==> src/rtl/core/ple_pkg.sv <==
// shared types and codes of the positional list engine
`default_nettype none

package ple_pkg;

    localparam int ACTION_W = 3;
    localparam int POS_W    = 5;
    localparam int ENTRY_W  = 32;
    localparam int STATUS_W = 2;
    localparam int COUNT_W  = 5;

    localparam logic [ACTION_W-1:0] ACT_INS_HEAD = 3'd0;
    localparam logic [ACTION_W-1:0] ACT_INS_TAIL = 3'd1;
    localparam logic [ACTION_W-1:0] ACT_INS_POS  = 3'd2;
    localparam logic [ACTION_W-1:0] ACT_REM_HEAD = 3'd3;
    localparam logic [ACTION_W-1:0] ACT_REM_TAIL = 3'd4;
    localparam logic [ACTION_W-1:0] ACT_REM_POS  = 3'd5;

    localparam logic [STATUS_W-1:0] ST_DONE  = 2'd0;
    localparam logic [STATUS_W-1:0] ST_EMPTY = 2'd1;
    localparam logic [STATUS_W-1:0] ST_RANGE = 2'd2;
    localparam logic [STATUS_W-1:0] ST_FULL  = 2'd3;

    typedef struct packed {
        logic [ACTION_W-1:0] action;
        logic [POS_W-1:0]    position;
        logic [ENTRY_W-1:0]  entry_value;
    } t_cmd;

    typedef struct packed {
        logic [ENTRY_W-1:0]  removed_value;
        logic [STATUS_W-1:0] status;
        logic [COUNT_W-1:0]  entry_count;
    } t_res;

    typedef enum logic [1:0] {
        OP_HOLD,
        OP_INSERT,
        OP_REMOVE
    } t_shift_op;

endpackage

`default_nettype wire

==> src/rtl/core/positional_list_engine_unit.sv <==
// top level of the positional list engine: cell row, count and result register
`default_nettype none

// Ordered list of up to DEPTH handles. A command is taken on any cycle with
// start high (busy stays low), and its result appears on o_res with o_strobe
// in the cycle after it is taken, so a command may be issued every cycle.
// Inserts and removals at any position complete as the command is taken,
// because the whole row of cells shifts left or right in parallel. The store
// needs no clearing after reset; only the entry count and the strobe are cleared.

module positional_list_engine_unit #(
    parameter int DEPTH       = 16,
    parameter int VALUE_WIDTH = 32
) (
    input  wire            i_clk,
    input  wire            i_rst_n,
    input  wire            start,
    output logic           busy,
    input  ple_pkg::t_cmd  i_cmd,
    output logic           o_strobe,
    output ple_pkg::t_res  o_res
);
    import ple_pkg::*;

    localparam int CNT_W = $clog2(DEPTH + 1);
    localparam int IDX_W = $clog2(DEPTH);

    logic                   w_fire;
    t_shift_op              w_op;
    t_shift_op              w_cell_op;
    logic [IDX_W-1:0]       w_at;
    logic [STATUS_W-1:0]    w_status;
    logic [VALUE_WIDTH-1:0] w_value;
    logic [VALUE_WIDTH-1:0] w_q [DEPTH];

    logic [CNT_W-1:0] r_count;
    logic [CNT_W-1:0] n_count;
    logic             r_strobe;
    t_res             r_res;
    t_res             n_res;

    assign busy      = 1'b0;
    assign w_fire    = start && !busy;
    assign w_cell_op = w_fire ? w_op : OP_HOLD;
    assign w_value   = VALUE_WIDTH'(i_cmd.entry_value);

    ple_ctrl #(
        .DEPTH (DEPTH),
        .CNT_W (CNT_W),
        .IDX_W (IDX_W)
    ) u_ctrl (
        .i_cmd    (i_cmd),
        .i_count  (r_count),
        .o_op     (w_op),
        .o_at     (w_at),
        .o_status (w_status)
    );

    for (genvar g = 0; g < DEPTH; g++) begin : g_cell
        logic [VALUE_WIDTH-1:0] w_left;
        logic [VALUE_WIDTH-1:0] w_right;

        if (g == 0) begin : g_first
            assign w_left = '0;
        end else begin : g_mid_l
            assign w_left = w_q[g-1];
        end

        if (g == DEPTH - 1) begin : g_last
            assign w_right = '0;
        end else begin : g_mid_r
            assign w_right = w_q[g+1];
        end

        ple_cell #(
            .VALUE_WIDTH (VALUE_WIDTH),
            .IDX_W       (IDX_W),
            .IDX         (g)
        ) u_cell (
            .i_clk   (i_clk),
            .i_op    (w_cell_op),
            .i_at    (w_at),
            .i_value (w_value),
            .i_left  (w_left),
            .i_right (w_right),
            .o_q     (w_q[g])
        );
    end

    always_comb begin
        n_count = r_count;
        if (w_cell_op == OP_INSERT) begin
            n_count = r_count + CNT_W'(1);
        end else if (w_cell_op == OP_REMOVE) begin
            n_count = r_count - CNT_W'(1);
        end
        n_res.removed_value = '0;
        if (w_op == OP_REMOVE) begin
            n_res.removed_value = ENTRY_W'(w_q[w_at]);
        end
        n_res.status      = w_status;
        n_res.entry_count = COUNT_W'(n_count);
    end

    always_ff @(posedge i_clk) begin
        if (!i_rst_n) begin
            r_count  <= '0;
            r_strobe <= 1'b0;
        end else begin
            r_count  <= n_count;
            r_strobe <= w_fire;
        end
    end

    // result beat payload
    always_ff @(posedge i_clk) begin
        if (w_fire) begin
            r_res <= n_res;
        end
    end

    assign o_strobe = r_strobe;
    assign o_res    = r_res;

endmodule

`default_nettype wire

==> src/rtl/core/ple_cell.sv <==
// one storage cell of the shifting list row
`default_nettype none

module ple_cell #(
    parameter int VALUE_WIDTH = 32,
    parameter int IDX_W       = 4,
    parameter int IDX         = 0
) (
    input  wire                      i_clk,
    input  ple_pkg::t_shift_op       i_op,
    input  wire  [IDX_W-1:0]         i_at,
    input  wire  [VALUE_WIDTH-1:0]   i_value,
    input  wire  [VALUE_WIDTH-1:0]   i_left,
    input  wire  [VALUE_WIDTH-1:0]   i_right,
    output logic [VALUE_WIDTH-1:0]   o_q
);
    import ple_pkg::*;

    localparam logic [IDX_W-1:0] MY_IDX = IDX_W'(IDX);

    logic [VALUE_WIDTH-1:0] r_q;
    logic [VALUE_WIDTH-1:0] n_q;

    always_comb begin
        n_q = r_q;
        unique case (i_op)
            OP_INSERT: begin
                if (MY_IDX > i_at) begin
                    n_q = i_left;
                end else if (MY_IDX == i_at) begin
                    n_q = i_value;
                end
            end
            OP_REMOVE: begin
                if (MY_IDX >= i_at) begin
                    n_q = i_right;
                end
            end
            default: begin
                n_q = r_q;
            end
        endcase
    end

    always_ff @(posedge i_clk) begin
        r_q <= n_q;
    end

    assign o_q = r_q;

endmodule

`default_nettype wire

==> src/rtl/core/ple_ctrl.sv <==
// command decode: range, empty and full checks and the shift plan
`default_nettype none

module ple_ctrl #(
    parameter int DEPTH = 16,
    parameter int CNT_W = 5,
    parameter int IDX_W = 4
) (
    input  ple_pkg::t_cmd                i_cmd,
    input  wire  [CNT_W-1:0]             i_count,
    output ple_pkg::t_shift_op           o_op,
    output logic [IDX_W-1:0]             o_at,
    output logic [ple_pkg::STATUS_W-1:0] o_status
);
    import ple_pkg::*;

    localparam int CMP_W = (CNT_W > POS_W) ? CNT_W : POS_W;

    logic [CMP_W-1:0] w_cnt;
    logic [CMP_W-1:0] w_pos;
    logic [CMP_W-1:0] w_at;
    logic             w_full;
    logic             w_empty;

    assign w_cnt   = CMP_W'(i_count);
    assign w_pos   = CMP_W'(i_cmd.position);
    assign w_full  = (i_count == CNT_W'(DEPTH));
    assign w_empty = (i_count == '0);

    always_comb begin
        o_op     = OP_HOLD;
        o_status = ST_RANGE;
        w_at     = '0;
        unique case (i_cmd.action)
            ACT_INS_HEAD, ACT_INS_TAIL, ACT_INS_POS: begin
                if (i_cmd.action == ACT_INS_HEAD) begin
                    w_at = '0;
                end else if (i_cmd.action == ACT_INS_TAIL) begin
                    w_at = w_cnt;
                end else begin
                    w_at = w_pos;
                end
                if (w_at > w_cnt) begin
                    o_status = ST_RANGE;
                end else if (w_full) begin
                    o_status = ST_FULL;
                end else begin
                    o_status = ST_DONE;
                    o_op     = OP_INSERT;
                end
            end
            ACT_REM_HEAD, ACT_REM_TAIL, ACT_REM_POS: begin
                if (i_cmd.action == ACT_REM_HEAD) begin
                    w_at = '0;
                end else if (i_cmd.action == ACT_REM_TAIL) begin
                    w_at = w_cnt - CMP_W'(1);
                end else begin
                    w_at = w_pos;
                end
                if (w_empty) begin
                    o_status = ST_EMPTY;
                end else if (w_at >= w_cnt) begin
                    o_status = ST_RANGE;
                end else begin
                    o_status = ST_DONE;
                    o_op     = OP_REMOVE;
                end
            end
            default: begin
                o_status = ST_RANGE;
            end
        endcase
    end

    assign o_at = IDX_W'(w_at);

endmodule

`default_nettype wire

==> config.mk <==
export PLATFORM = sky130hd
export DESIGN_NAME = positional_list_engine_unit
export DESIGN_NICKNAME = d
export VERILOG_FILES = /design/src/rtl/core/ple_pkg.sv /design/src/rtl/core/positional_list_engine_unit.sv /design/src/rtl/core/ple_cell.sv /design/src/rtl/core/ple_ctrl.sv
export SDC_FILE = /design/constraint.sdc
export NUM_CORES = 1
export LEC_CHECK = 0
export BUFFER_PORTS_ARGS = -buffer_cell sky130_fd_sc_hd__buf_4
export CAP_MARGIN = 25
export CORE_MARGIN = 2
export CORE_UTILIZATION = 35
export DETAILED_ROUTE_END_ITERATION = 8
export GPL_TIMING_DRIVEN = 0
export PLACE_DENSITY = 0.57
export SLEW_MARGIN = 10
export SYNTH_ARGS = -nofsm -noshare
export SYNTH_HDL_FRONTEND = slang
export SYNTH_HIERARCHICAL = 1
export SYNTH_SLANG_ARGS = --single-unit
==> constraint.sdc <==
create_clock -name i_clk -period 8.43 [get_ports i_clk]
set_input_delay 0.4215 -clock i_clk [delete_from_list [all_inputs] [get_ports i_clk]]
set_output_delay 0.4215 -clock i_clk [all_outputs]
set_load 0.03 [all_outputs]
Word-level counts from Yosys, hierarchy flattened. Cells that the tools add are included.

Register bits: 557. Input bits: 43. Output and inout port bits: 41.

$add $sub $neg: 2. Order comparisons: 35. Equality and inequality tests: 56. Multiplexer cells: 87. Bitwise operators: 1. Reductions and logical operators: 22.

Operators with widths (count): $mux W32 (50); $pmux W32 S2 (16); $bmux W32 S4 (1); $ne A3 B1 Y1 const B (16); $reduce_and A3 Y1 (16); $mux W5 (8); $eq A4 B4 Y1 const A (8); $ge A4 B4 Y1 const A (8); $gt A4 B4 Y1 const A (8); $ne A2 B1 Y1 const B (16); $eq A3 B4 Y1 const A (4); $ge A3 B4 Y1 const A (4); $gt A3 B4 Y1 const A (4); $mux W2 (8); $eq A2 B4 Y1 const A (2); $ge A1 B4 Y1 const A (2); $ge A2 B4 Y1 const A (2); $gt A1 B4 Y1 const A (2); $gt A2 B4 Y1 const A (2); $pmux W2 S2 (2); $pmux W4 S2 (1); $eq A3 B2 Y1 const B (2); $eq A3 B3 Y1 const B (2); $reduce_or A3 Y1 (2); other kinds (16) (17).

Longest topological paths before layout.
Word-level depth: 12. Depth in mapped cells: 17. Gate-level depth less buffers: 14.

By module. The synthesis kept the hierarchy.

Modules (own cells, without submodules): positional_list_engine_unit (instances 1, cells each 589, area an instance 6063.3 sq um, sequential area each 1291.2 sq um); ple_cell (g_cell[12].u_cell) (instances 1, cells each 189, area an instance 2437.3 sq um, sequential area each 960.9 sq um); ple_cell (g_cell[2].u_cell) (instances 1, cells each 194, area an instance 2153.3 sq um, sequential area each 960.9 sq um); ple_cell (g_cell[4].u_cell) (instances 1, cells each 188, area an instance 2021.9 sq um, sequential area each 960.9 sq um); ple_cell (g_cell[8].u_cell) (instances 1, cells each 108, area an instance 2013.2 sq um, sequential area each 960.9 sq um); ple_cell (g_cell[6].u_cell) (instances 1, cells each 178, area an instance 1689.1 sq um, sequential area each 960.9 sq um); ple_cell (g_cell[13].u_cell) (instances 1, cells each 142, area an instance 1677.9 sq um, sequential area each 960.9 sq um); ple_cell (g_cell[3].u_cell) (instances 1, cells each 142, area an instance 1672.9 sq um, sequential area each 960.9 sq um); ple_cell (g_cell[7].u_cell) (instances 1, cells each 178, area an instance 1670.4 sq um, sequential area each 960.9 sq um); ple_cell (g_cell[14].u_cell) (instances 1, cells each 179, area an instance 1669.1 sq um, sequential area each 960.9 sq um); ple_cell (g_cell[15].u_cell) (instances 1, cells each 142, area an instance 1666.6 sq um, sequential area each 960.9 sq um); ple_cell (g_cell[1].u_cell) (instances 1, cells each 142, area an instance 1664.1 sq um, sequential area each 960.9 sq um); ple_cell (g_cell[9].u_cell) (instances 1, cells each 179, area an instance 1656.6 sq um, sequential area each 960.9 sq um); ple_cell (g_cell[10].u_cell) (instances 1, cells each 179, area an instance 1649.1 sq um, sequential area each 960.9 sq um); +4 rows.

Worst setup path after synthesis. OpenSTA, ideal clock, no wires.

Kind: register -> register. Start: register r_count[1]. End: register g_cell[2].u_cell.r_q[0] (enable). Setup time: 0.522 ns. Arrival: 7.145 ns. Data required time: 7.908 ns. Slack: 0.763 ns. Stages on the path, launching flop included: 15. Cells stage by stage: dfxtp_1 > inv_1 > ha_1 > nor3b_2 > and2_1 > nor2_1 > a211oi_1 > ha_1 > and2_1 > a2111oi_2 > nor2b_1 > buf_2 > and2_1 > xnor2_1 > a2111oi_1.

Longest elaborated chain between the ends: 12. Elaborated cells on any way between the ends: 27. Classes of those cells: 1 x add/sub; 4 x order compare; 6 x eq/ne; 13 x mux; 3 x reduce/logical.

RTL lines: from (decl) (line positional_list_engine_unit.sv:36) `logic [CNT_W-1:0] r_count;`; from (signal assigned) (line positional_list_engine_unit.sv:110) `r_count <= n_count;`; $sub A5 B1 Y5 (line ple_ctrl.sv:56) `w_at = w_cnt - CMP_W'(1);`; $mux W5 (line ple_ctrl.sv:55) `end else if (i_cmd.action == ACT_REM_TAIL) begin`; $mux W5 (line ple_ctrl.sv:53) `if (i_cmd.action == ACT_REM_HEAD) begin`; $mux W5 (line ple_ctrl.sv:34) `unique case (i_cmd.action)`; $ge A5 B5 Y1 (line ple_ctrl.sv:62) `end else if (w_at >= w_cnt) begin`; $mux W2 (line ple_ctrl.sv:62); $mux W2 * (line ple_ctrl.sv:60) `if (w_empty) begin`; $pmux W2 S2 * (line ple_ctrl.sv:34); net w_op[1] (line positional_list_engine_unit.sv:29) `t_shift_op w_op;`; $mux W2 * (line positional_list_engine_unit.sv:44) `assign w_cell_op = w_fire ? w_op : OP_HOLD;`; net w_cell_op[1] (line positional_list_engine_unit.sv:30) `t_shift_op w_cell_op;`; $eq A2 B1 Y1 / $eq A2 B2 Y1 (equally long branches) (line ple_cell.sv:26) `unique case (i_op)`; $ne A3 B1 Y1 (no source line) (tied with other cells); $reduce_and A3 Y1 (no source line) *; to (signal assigned) (line ple_cell.sv:46) `r_q <= n_q;`; to (decl) (line ple_cell.sv:21) `logic [VALUE_WIDTH-1:0] r_q;`.

Mark *: on every way through the listed nets, which the timed path passes. The rest lies on a longest branch. The select of a mux whose other input is x is not followed. A chain may end at the register's enable or synchronous reset.

Final worst setup path.
Start: register r_count[2]. End: register g_cell[2].u_cell.r_q[9] (enable).

Elaborated cells on any way between the ends: 27. Classes of those cells: 1 x add/sub; 4 x order compare; 6 x eq/ne; 13 x mux; 3 x reduce/logical.

RTL lines: $mux W5 (line ple_ctrl.sv:38) `end else if (i_cmd.action == ACT_INS_TAIL) begin`; $mux W5 (line ple_ctrl.sv:36) `if (i_cmd.action == ACT_INS_HEAD) begin`; $mux W5 (line ple_ctrl.sv:34); $gt A5 B5 Y1 (line ple_ctrl.sv:43) `if (w_at > w_cnt) begin`; $mux W2 (line ple_ctrl.sv:43); $pmux W2 S2 * (line ple_ctrl.sv:34); net w_op[0] (line positional_list_engine_unit.sv:29); $mux W2 * (line positional_list_engine_unit.sv:44); net w_cell_op[0] (line positional_list_engine_unit.sv:30); $eq A2 B1 Y1 / $eq A2 B2 Y1 (equally long branches) (line ple_cell.sv:26); $ne A3 B1 Y1 (no source line) (tied with other cells); $reduce_and A3 Y1 (no source line) *.

Marked as above.

==> results_dict.tcl <==
set metrics [dict create \
    power.density_nw_per_um2 190 \
    cts_tree "done" \
    fin_crit_ns 5.83 \
    clk_pin_slew_worst_paths_ns 0.05 \
    cts_hold_buf 0 \
    syn-cell-area_sq_um 35100 \
    vias 25747 \
    dpl-instance-area_sq_um 38200 \
    p_int_mw 5.55 \
    fillers 9535 \
    finalWorstSetupSlack_ns 2.60 \
    final_antenna_net_count 0 \
    hold_violations 0 \
    slowest_stage "and2_2" \
    synth_most_common_cell "edfxtp_1" \
    grt_pass1_wl_microns 164000 \
    fp.coreArea_sq_um 99700 \
    firstDrtPassIters 6 \
    end_kind "flop" \
    startpoint_type "flop" \
    cts_buffer_depth 3 \
    cp.arrival_ns 6.14 \
    status "complete, no violations" \
    drt-initial-drc-count 2224 \
    wl_per_cell_microns 23.6 \
    crit_type "reg2reg" \
    ys_top_cells_by_count "551 x edfxtp_1, 396 x nand2_1, 321 x mux2i_1" \
    relSlewSlack_pct 33.4 \
    yosysSeqAreaShare_pct 47.5 \
    port_buffers 82 \
    synth_top_cell_area_share_pct 47.1 \
    leakage_nw 14.9 \
    p_seq_share_pct 43.5 \
    dpl.hpwl_microns 88300 \
    ys_ff_latch 557 \
    p_sw_mw 2.12 \
    clockPowerShare_pct 38.7 \
    wl_microns 111000 \
    dieArea_sq_um 103000 \
    combPwrFrac_pct 17.8 \
    gp_congestion 0.855 \
    fin_cells 4689 \
    synth.area.top_cells "edfxtp_1 47%, mux2i_1 9.1%, nand2_1 4.2%" \
    cts.sinks 557 \
    dp_worst_setup_slack_ns 2.36 \
    switching_share_pct 27.7 \
    fp.dieH_microns 321 \
    grt-ovfl-total 0 \
    maxCapViolations 0 \
    slew_violations 0 \
    hold_path_class "in2reg" \
    dp_cells 4566 \
    area_growth_pct 14.9 \
    drc 0 \
    worstMarginPinSlew_ns 0.997 \
    finalInstanceArea_sq_um 40400 \
    io_pins 84 \
    clock_latency_ns 0.63 \
    post-cts-setup-buffers 0 \
    fp.dieW_microns 321 \
    synth_edf_count 551 \
    ys.flop_type "edfxtp_1" \
    viasPerCell 5.49 \
    numCtsBuffers 67 \
    synth_area_leader_cell "edfxtp_1" \
    clockRootBuffer "clkbuf_16" \
    initial_core_util_pct 35.2 \
    grt_pass1_vias 25603 \
    synth_cell_types 92 \
    cpMostUsedCell "buf_2" \
    ir_worst_vdd_v 0.000142 \
    timing.final.crit_share_pct 69.1 \
    post_cts_resized 0 \
    synth_area_per_cell_sq_um 11.2 \
    antenna_found_initial 0 \
    grt_max_degree 49 \
    synthArstFlopShare_pct 0 \
    drive_above_1_share_pct 19.1 \
    nets 3394 \
    fin_skew_ns 0.0253 \
    crit_fanout 28 \
    layout.core_utilization_pct 40.5 \
    max_freq_ghz 0.172 \
    rsz0062_at_grt "no" \
    synth_warnings 6 \
    row_count 116 \
    setup_viol 0 \
    slowest_delay_ns 0.88 \
    critical_path.cell_chain "nand2_1, o21ai_1, ha_1, a211o_1, a221o_1, a221oi_2, and2_2, clkbuf_1, xnor2_1, a2111oi_2, buf_2, buf_2, buf_2" \
    htreeDepth 3 \
    worstPathRequired_ns 8.75 \
    synthCells 3122 \
    grtUsageTotal_pct 21.2 \
]
layout by cell type, fill, tap and decap left out, drive strengths merged, types with 11 or more instances in the layout:
master / n
nand2: 396
a31oi: 258
mux4: 32
a21oi: 113
or4b: 32
inv: 19
a22oi: 96
clkbuf: 165
nand3: 60
nand2b: 41
xnor2: 16
and2: 76
nor2b: 11
nor3b: 97
o31ai: 36
nor2: 272
mux2: 96
a21bo: 32
ha: 14
or3b: 32
o21ai: 104
clkinv: 26
conb: 33
buf: 309
mux2i: 321
a221o: 65
edfxtp: 551
layout make-up:
cell class / instances / area (sq um) / area share, %
Antenna cell: 1 / 2.50 / 0.00620
Buffer: 283 / 2050 / 5.08
Clock buffer: 77 / 1740 / 4.30
Clock inverter: 45 / 463 / 1.15
Inverter: 13 / 48.8 / 0.121
Multi-Input combinational cell: 2301 / 16600 / 41.2
Sequential cell: 557 / 16700 / 41.3
Tap cell: 1298 / 1620 / 4.02
Timing Repair Buffer: 114 / 1120 / 2.78
critical path: cells and delay by family (launching register included):
kind,cells,cell delay [ns]
fa+ha+maj,1,0.28
compound gates,5,2.18
flops,1,0.59
simple gates,2,1.01
xor+xnor,1,0.13
buf+inv,4,1.29
flip-flops by register name, indices dropped and copies added, names as in the netlist:
register and cells:
o_res 39, g_cell.u_cell/o_q 512, o_strobe 1, r_count 5
routing by layer:
layer  part of all wire, %  global-route usage, %
met4                   3.1                   7.27
met1                    43                   27.9
met2                    48                   36.2
met5                     0                      0
met3                   5.7                   2.18
power by group through the flow:
stage / combinational (mW) / sequential [mW] / clock (mW)
6_report: 1.36 / 3.33 / 2.97
5_1_grt: 1.46 / 3.35 / 3.13
4_1_cts: 1.36 / 3.33 / 3.03
3_5_place_dp: 1.35 / 3.39 / 0
3_3_place_gp: 1.28 / 3.40 / 0
2_1_floorplan: 0.917 / 3.37 / 0
final timing paths:
kind | start | endpoint | slack (ns) | cells after the start
setup / recovery | r_count[2] | g_cell[2].u_cell/o_q[9] | 2.60 | 13
hold / removal | i_rst_n | r_count[4] | 0.06 | 2
setup reg to reg | r_count[2] | g_cell[2].u_cell/o_q[9] | 2.60 | 13
hold reg to reg | g_cell[1].u_cell/o_q[23] | g_cell[0].u_cell/o_q[23] | 0.61 | 1
cells by family after synthesis:
group | share of synthesized area [%]
other | 0.0107
muxes | 15.3
and+or+nand+nor | 15.1
buffers and inverters | 5.98
xor gates and xnor gates | 0.449
DFF | 47.5
adders and majority gates | 0.499
AOI/OAI and AO/OA | 15.2
stage by stage:
step / setup TNS, ns / total power, mW / hold WS, ns
after floorplan: 0 / 4.29 / 0.534
after global placement: -474.62 / 4.68 / 0.589
after detailed placement: 0 / 4.74 / 0.594
after CTS: 0 / 7.71 / 0.0350
after global routing: 0 / 7.94 / 0.0614
final: 0 / 7.67 / 0.0575
Note: power is estimated with default switching activity, not from simulation.
